==> src/rtl/pip_pkg.sv <==
package pip_pkg;

    // Width of every coordinate field on the ports
    localparam int FIELD_W = 16;

    // Entries in the queue between front and back
    localparam int QUEUE_DEPTH = 2;

    // Per-item edge decisions made in the front
    typedef struct packed {
        logic step_cand;   // step edge straddles the ray line
        logic step_det;    // step edge: p.y - q.y > 0
        logic close_cand;  // closing edge straddles the ray line
        logic close_det;   // closing edge: p.y - q.y > 0
        logic first;
        logic last;
    } t_edge_flags;

endpackage

==> src/rtl/pip_front.sv <==
module pip_front
    import pip_pkg::*;
#(
    parameter int COORD_WIDTH = 16,
    parameter int EW = 8
) (
    input  logic               i_clk,
    input  logic               i_rst_n,
    input  logic               i_accept,
    input  logic [FIELD_W-1:0] i_query_x,
    input  logic [FIELD_W-1:0] i_query_y,
    input  logic [FIELD_W-1:0] i_vertex_x,
    input  logic [FIELD_W-1:0] i_vertex_y,
    input  logic               i_first_vertex,
    input  logic               i_last_vertex,
    output logic [EW-1:0]      o_entry
);

    localparam bit ZX = COORD_WIDTH > FIELD_W;
    localparam int SW = ZX ? FIELD_W : COORD_WIDTH;
    localparam int VW = ZX ? FIELD_W + 1 : COORD_WIDTH;
    localparam int DW = VW + 1;

    function automatic logic signed [VW-1:0] f_ext(input logic [FIELD_W-1:0] raw);
        logic [SW-1:0] t;
        t = raw[SW-1:0];
        if (ZX) begin
            return VW'({1'b0, t});
        end else begin
            return VW'(signed'(t));
        end
    endfunction

    logic signed [VW-1:0] r_qx, r_qy, r_ox, r_oy, r_vx, r_vy;
    logic signed [VW-1:0] cur_x, cur_y, q_x, q_y, open_x, open_y;
    logic signed [DW-1:0] spx, spy, sqx, sqy, cpx, cpy, cqx, cqy;
    t_edge_flags          flags;

    always_comb begin
        cur_x  = f_ext(i_vertex_x);
        cur_y  = f_ext(i_vertex_y);
        q_x    = i_first_vertex ? f_ext(i_query_x) : r_qx;
        q_y    = i_first_vertex ? f_ext(i_query_y) : r_qy;
        open_x = i_first_vertex ? cur_x : r_ox;
        open_y = i_first_vertex ? cur_y : r_oy;

        // Step edge: previous -> current; closing edge: current -> opening
        spx = DW'(r_vx) - DW'(q_x);
        spy = DW'(r_vy) - DW'(q_y);
        sqx = DW'(cur_x) - DW'(q_x);
        sqy = DW'(cur_y) - DW'(q_y);
        cpx = sqx;
        cpy = sqy;
        cqx = DW'(open_x) - DW'(q_x);
        cqy = DW'(open_y) - DW'(q_y);

        flags.step_cand  = !i_first_vertex && ((spy > 0) != (sqy > 0));
        flags.step_det   = spy > sqy;
        flags.close_cand = (cpy > 0) != (cqy > 0);
        flags.close_det  = cpy > cqy;
        flags.first      = i_first_vertex;
        flags.last       = i_last_vertex;

        o_entry = {flags, spx, spy, sqx, sqy, cpx, cpy, cqx, cqy};
    end

    always_ff @(posedge i_clk) begin
        if (!i_rst_n) begin
            r_qx <= '0;
            r_qy <= '0;
            r_ox <= '0;
            r_oy <= '0;
            r_vx <= '0;
            r_vy <= '0;
        end else if (i_accept) begin
            r_qx <= q_x;
            r_qy <= q_y;
            r_ox <= open_x;
            r_oy <= open_y;
            r_vx <= cur_x;
            r_vy <= cur_y;
        end
    end

endmodule

==> src/rtl/pip_queue.sv <==
module pip_queue
    import pip_pkg::*;
#(
    parameter int EW = 8
) (
    input  logic          i_clk,
    input  logic          i_rst_n,
    input  logic          i_push,
    input  logic [EW-1:0] i_data,
    output logic          o_full,
    input  logic          i_pop,
    output logic          o_valid,
    output logic [EW-1:0] o_data
);

    localparam int AW = $clog2(QUEUE_DEPTH);
    localparam int CW = $clog2(QUEUE_DEPTH + 1);

    logic [EW-1:0] r_mem [QUEUE_DEPTH];
    logic [AW-1:0] r_wp, r_rp;
    logic [CW-1:0] r_cnt;

    assign o_full  = r_cnt == CW'(QUEUE_DEPTH);
    assign o_valid = r_cnt != '0;
    assign o_data  = r_mem[r_rp];

    always_ff @(posedge i_clk) begin
        if (i_push) begin
            r_mem[r_wp] <= i_data;
        end
    end

    always_ff @(posedge i_clk) begin
        if (!i_rst_n) begin
            r_wp  <= '0;
            r_rp  <= '0;
            r_cnt <= '0;
        end else begin
            if (i_push) begin
                r_wp <= (r_wp == AW'(QUEUE_DEPTH - 1)) ? '0 : r_wp + 1'b1;
            end
            if (i_pop) begin
                r_rp <= (r_rp == AW'(QUEUE_DEPTH - 1)) ? '0 : r_rp + 1'b1;
            end
            if (i_push && !i_pop) begin
                r_cnt <= r_cnt + 1'b1;
            end else if (i_pop && !i_push) begin
                r_cnt <= r_cnt - 1'b1;
            end
        end
    end

endmodule

==> src/rtl/pip_back.sv <==
module pip_back
    import pip_pkg::*;
#(
    parameter int COORD_WIDTH = 16,
    parameter int EW = 8
) (
    input  logic          i_clk,
    input  logic          i_rst_n,
    input  logic          i_valid,
    input  logic [EW-1:0] i_entry,
    output logic          o_pop,
    output logic          o_valid,
    input  logic          i_ready,
    output logic          o_inside_res
);

    localparam bit ZX = COORD_WIDTH > FIELD_W;
    localparam int VW = ZX ? FIELD_W + 1 : COORD_WIDTH;
    localparam int DW = VW + 1;
    localparam int PW = 2 * DW;
    localparam int XW = PW + 1;

    function automatic logic f_counts(input logic signed [XW-1:0] cr, input logic det);
        return (cr == '0) || ((cr > 0) == det);
    endfunction

    t_edge_flags          in_flags;
    logic signed [DW-1:0] spx, spy, sqx, sqy, cpx, cpy, cqx, cqy;

    t_edge_flags          r_flags;
    logic                 r_s1_valid;
    logic signed [PW-1:0] r_s_a, r_s_b, r_c_a, r_c_b;
    logic                 r_parity;
    logic                 r_out_valid;
    logic                 r_out;

    logic                 s1_adv, s1_ready;
    logic signed [XW-1:0] s_cr, c_cr;
    logic                 n_parity;

    assign {in_flags, spx, spy, sqx, sqy, cpx, cpy, cqx, cqy} = i_entry;

    // Non-last items drain freely; a last item waits for the output register
    assign s1_adv   = r_s1_valid && (!r_flags.last || !r_out_valid || i_ready);
    assign s1_ready = !r_s1_valid || s1_adv;
    assign o_pop    = i_valid && s1_ready;

    always_comb begin
        s_cr     = XW'(r_s_a) - XW'(r_s_b);
        c_cr     = XW'(r_c_a) - XW'(r_c_b);
        n_parity = r_flags.first ? 1'b0 : r_parity;
        if (r_flags.step_cand && f_counts(s_cr, r_flags.step_det)) begin
            n_parity = !n_parity;
        end
        if (r_flags.last && r_flags.close_cand && f_counts(c_cr, r_flags.close_det)) begin
            n_parity = !n_parity;
        end
    end

    always_ff @(posedge i_clk) begin
        if (s1_ready) begin
            r_flags <= in_flags;
            r_s_a   <= PW'(sqx) * PW'(spy);
            r_s_b   <= PW'(sqy) * PW'(spx);
            r_c_a   <= PW'(cqx) * PW'(cpy);
            r_c_b   <= PW'(cqy) * PW'(cpx);
        end
        if (s1_adv && r_flags.last) begin
            r_out <= n_parity;
        end
    end

    always_ff @(posedge i_clk) begin
        if (!i_rst_n) begin
            r_s1_valid  <= 1'b0;
            r_parity    <= 1'b0;
            r_out_valid <= 1'b0;
        end else begin
            if (s1_ready) begin
                r_s1_valid <= i_valid;
            end
            if (s1_adv) begin
                r_parity <= n_parity;
            end
            if (s1_adv && r_flags.last) begin
                r_out_valid <= 1'b1;
            end else if (i_ready) begin
                r_out_valid <= 1'b0;
            end
        end
    end

    assign o_valid      = r_out_valid;
    assign o_inside_res = r_out;

endmodule

==> src/rtl/point_in_polygon_crossing_top.sv <==
// Crossing-number point-in-polygon test, one vertex per item.
// A last vertex is queued, then its products are registered, then its result.
// Throughput: one vertex per cycle while i_ready takes results; the front subtract
// and back product stages take one item a cycle, joined by a two-entry queue.
// Reset (i_rst_n low, synchronous) clears the held points, parity and all valids.
module point_in_polygon_crossing_top
    import pip_pkg::*;
#(
    parameter int COORD_WIDTH = 16
) (
    input  logic               i_clk,
    input  logic               i_rst_n,
    input  logic               i_valid,
    output logic               o_ready,
    input  logic [FIELD_W-1:0] i_query_x,
    input  logic [FIELD_W-1:0] i_query_y,
    input  logic [FIELD_W-1:0] i_vertex_x,
    input  logic [FIELD_W-1:0] i_vertex_y,
    input  logic               i_first_vertex,
    input  logic               i_last_vertex,
    output logic               o_valid,
    input  logic               i_ready,
    output logic               o_inside_res
);

    localparam int VW = (COORD_WIDTH > FIELD_W) ? FIELD_W + 1 : COORD_WIDTH;
    localparam int DW = VW + 1;
    localparam int EW = 8 * DW + $bits(t_edge_flags);

    logic          accept;
    logic          q_full, q_valid, q_pop;
    logic [EW-1:0] front_entry, q_entry;

    assign o_ready = !q_full;
    assign accept  = i_valid && !q_full;

    pip_front #(
        .COORD_WIDTH(COORD_WIDTH),
        .EW         (EW)
    ) u_front (
        .i_clk         (i_clk),
        .i_rst_n       (i_rst_n),
        .i_accept      (accept),
        .i_query_x     (i_query_x),
        .i_query_y     (i_query_y),
        .i_vertex_x    (i_vertex_x),
        .i_vertex_y    (i_vertex_y),
        .i_first_vertex(i_first_vertex),
        .i_last_vertex (i_last_vertex),
        .o_entry       (front_entry)
    );

    pip_queue #(
        .EW(EW)
    ) u_queue (
        .i_clk  (i_clk),
        .i_rst_n(i_rst_n),
        .i_push (accept),
        .i_data (front_entry),
        .o_full (q_full),
        .i_pop  (q_pop),
        .o_valid(q_valid),
        .o_data (q_entry)
    );

    pip_back #(
        .COORD_WIDTH(COORD_WIDTH),
        .EW         (EW)
    ) u_back (
        .i_clk       (i_clk),
        .i_rst_n     (i_rst_n),
        .i_valid     (q_valid),
        .i_entry     (q_entry),
        .o_pop       (q_pop),
        .o_valid     (o_valid),
        .i_ready     (i_ready),
        .o_inside_res(o_inside_res)
    );

endmodule

==> config.mk <==
export PLATFORM = sky130hd
export DESIGN_NAME = point_in_polygon_crossing_top
export DESIGN_NICKNAME = d
export VERILOG_FILES = /design/src/rtl/pip_pkg.sv /design/src/rtl/pip_front.sv /design/src/rtl/pip_queue.sv /design/src/rtl/pip_back.sv /design/src/rtl/point_in_polygon_crossing_top.sv
export SDC_FILE = /design/constraint.sdc
export NUM_CORES = 2
export LEC_CHECK = 0
export ABC_AREA = 1
export BUFFER_PORTS_ARGS = -buffer_cell sky130_fd_sc_hd__buf_2
export CELL_PAD_IN_SITES_DETAIL_PLACEMENT = 0
export CELL_PAD_IN_SITES_GLOBAL_PLACEMENT = 1
export CORE_UTILIZATION = 50
export DETAILED_ROUTE_END_ITERATION = 8
export GPL_TIMING_DRIVEN = 0
export PLACE_DENSITY = 0.84
export SYNTH_ARGS = -nofsm -noshare
export SYNTH_HDL_FRONTEND = slang
export SYNTH_SLANG_ARGS = --single-unit
==> constraint.sdc <==
create_clock -name i_clk -period 8.3 [get_ports i_clk]
set_input_delay 0.83 -clock i_clk [delete_from_list [all_inputs] [get_ports i_clk]]
set_output_delay 0.83 -clock i_clk [all_outputs]
set_load 0.1 [all_outputs]
==> run metrics <==
CTS Root Cell=clkbuf_16; Detail Placement HPWL=186.8 mm; worst r2r path cells=29; final period utilization=0.9881; WHS Path Cells=1; worst r2r dst=u_back.r_c_a[33]; Seq. cell area=0.01286 sq mm; hold_sp=i_last_vertex; Worst-Skew Late Latency=0.69 ns; via count of the first global-routing pass=55570; Core Region=0.1375 sq mm; via count=54390; Max-Cap Viols=0; CP dominant cell by count=fa_1; Worst Setup Slack, final=0.09846 ns; Total Die Area=0.1399 sq mm; area occupied by multi-input gates=0.04874 sq mm; sequential share of the synthesized area=0.1858; startpoint types=register; CTS clk-pin slew, worst paths=0.06 ns; H-tree levels=2; Mapped Cells=8169; GP Congestion=0.9941; CP Max Fanout=10; r2r setup slk=0.1 ns; All-Layer GR Usage=0.3185; fin crit period=8.202 ns; final slew viol count=0; DRT iter0 DRCs=4477; worst-margin pin slew=1.209 ns; Nets=10140; clk sinks=463; asr flop ratio synth=0; ratio of cells with drive above 1 in the final layout=0.05816; critical path required time=8.63 ns; post-route ant nets=0; Post-Syn Area=0.06921 sq mm; Synth cell types=55; Routed WL=218.5 mm; area grow syn2layout=8.764%; overflow left after global routing=0; pre-CTS setup slack=-1.538 ns; Syn. warnings=0; largest net degree at the start of global routing=34; syn_nets=9967; Pre-antenna DRT Iters=8; post-synthesis register bit count=463; CP endpoint kind=register; slowest stage delay, CP=0.58 ns; clk buf depth=3; Residual DRC=0; Fillers=12860; Starting Density=0.5034; die width=374.1 microns; Layout Skew=0.09732 ns; port bufs=72; Std-Cell Rows=136; antenna violations before repair=11; average size of a mapped cell=8.473 sq um; Final Hold Fails=0; status=finished, final reports clean; first-pass GRT wire length=333.0 mm; CTS tree=built; Worst path slowest cell=o21ai_2; max frequency=121.9 MHz; Setup CP Type=register to register; unrepaired setup endpoints after global routing=true; setup_tns=0 ns; Main synth FF type=edfxtp_1; Hold Path Class=input port to register; Arrival @ worst endpoint=8.53 ns; Slew headroom=0.1707; CTS Buf Count=55; Hold Path End=u_queue.r_mem[1][136]; I/O Pins=73; Final setup viols=0; wire per inst=21.44 microns; DR vias/cell=5.337; Die Y=374.1 microns; Post-synth EDFFs=359
[layout make-up]
cell class | instances | share of cell area
plain buffers | 189 | 0.01190
flip-flops and latches | 463 | 0.1709
repair buffers | 120 | 0.01263
multi-input cells | 5505 | 0.6474
clock inverters | 37 | 0.006914
well taps | 1794 | 0.02982
clock buffers | 67 | 0.01915
diodes | 8 | 0.0002659
inverters | 2009 | 0.1011
[sequential cells by signal, indices dropped and copies added, names as in the netlist, 34 cells and up, named ones only]
register,cells
u_back.r_s_b,34
u_queue.r_mem,216
u_back.r_s_a,34
u_back.r_c_a,34
u_back.r_c_b,34
[placed cells by master (no fill, tap or decap), types with 104 or more instances in the layout]
| cell type | synthesis | routed |
|---|---|---|
| a21oi_1 | 306 | 305 |
| dfxtp_1 | 104 | 104 |
| edfxtp_1 | 359 | 359 |
| fa_1 | 1190 | 1183 |
| ha_1 | 538 | 538 |
| inv_1 | 1978 | 1970 |
| nand2_1 | 1478 | 1478 |
| nand3_1 | 130 | 130 |
| nor2_1 | 975 | 973 |
| o21ai_0 | 233 | 203 |
| xor2_1 | 157 | 146 |
[per-layer routing]
layer	global-route usage	share of wire
met4	0.1389	0.052
met2	0.5115	0.46
met3	0.05365	0.078
met5	0	0.000059
met1	0.4251	0.41
[timing repair]
| action | CTS | global route |
|---|---|---|
| pin swaps | 1 | 5 |
| setup buffers | 2 | 19 |
| gates resized for setup | 177 | 172 |
| setup endpoints to repair | 65 | 29 |
| endpoints found under the hold margin | 0 | 0 |
| hold buffers | 0 | 0 |
[worst max-delay path: cells and delay by family, from the launching register on]
kind                     cells  cell delay [ns]
adder cells (fa/ha/maj)      7             3.26
AO/OA/AOI/OAI                8             2.02
buffers and inverters       10             1.46
XOR/XNOR                     1             0.47
flip-flops                   1             0.35
AND/OR/NAND/NOR              3             0.26
[how the worst max path moves through the flow]
| stage | startpoint | endpoint | slack (ns) | cells past startpoint |
|---|---|---|---|---|
| after CTS | register | u_back.r_c_a[33] | -0.15 | 30 |
| after global placement | i_ready | u_queue.r_cnt[1] | -2.90 | 9 |
| after global routing | register | u_back.r_c_a[33] | -0.09 | 30 |
| final | register | u_back.r_c_a[33] | 0.1 | 29 |
| after floorplan | u_back.o_valid | u_queue.r_cnt[1] | 0.58 | 7 |
| after detailed placement | register | u_back.r_s_a[33] | -1.54 | 27 |
[cells by family after synthesis]
family,synth area share
compound gates,0.06090
flops,0.1858
mux,0.006038
fa+ha+maj,0.4414
xor+xnor,0.03100
simple gates,0.1553
buf+inv,0.1195
[through the flow]
stage,hold WS (ns),instance area (sq um),std cells,util
CTS,0.2921,74730,10170,0.5436
floorplan,0.4245,69210,8169,-
global placement,0.4337,71820,10040,0.5224
detailed placement,0.4404,72280,10060,0.5257
finish,0.3275,75280,10190,0.5475
global route,0.3112,75280,10190,0.5475
[synthesized netlist by cell type (41+ instances only)]
cell | instances | area (sq um)
a211oi_1 | 41 | 307.8
a21oi_1 | 306 | 1531
clkbuf_1 | 173 | 649.4
dfxtp_1 | 104 | 2082
edfxtp_1 | 359 | 10780
fa_1 | 1190 | 23820
ha_1 | 538 | 6731
inv_1 | 1978 | 7425
nand2_1 | 1478 | 5548
nand3_1 | 130 | 650.6
nand4_1 | 45 | 281.5
nor2_1 | 975 | 3660
nor3_1 | 43 | 215.2
o21ai_0 | 233 | 1166
o21ai_1 | 76 | 380.4
xnor2_1 | 88 | 770.7
xor2_1 | 157 | 1375
Power is left out: the tool's default activity adds up to more than one toggle a clock period on the data nets, which glitch-free logic cannot reach.
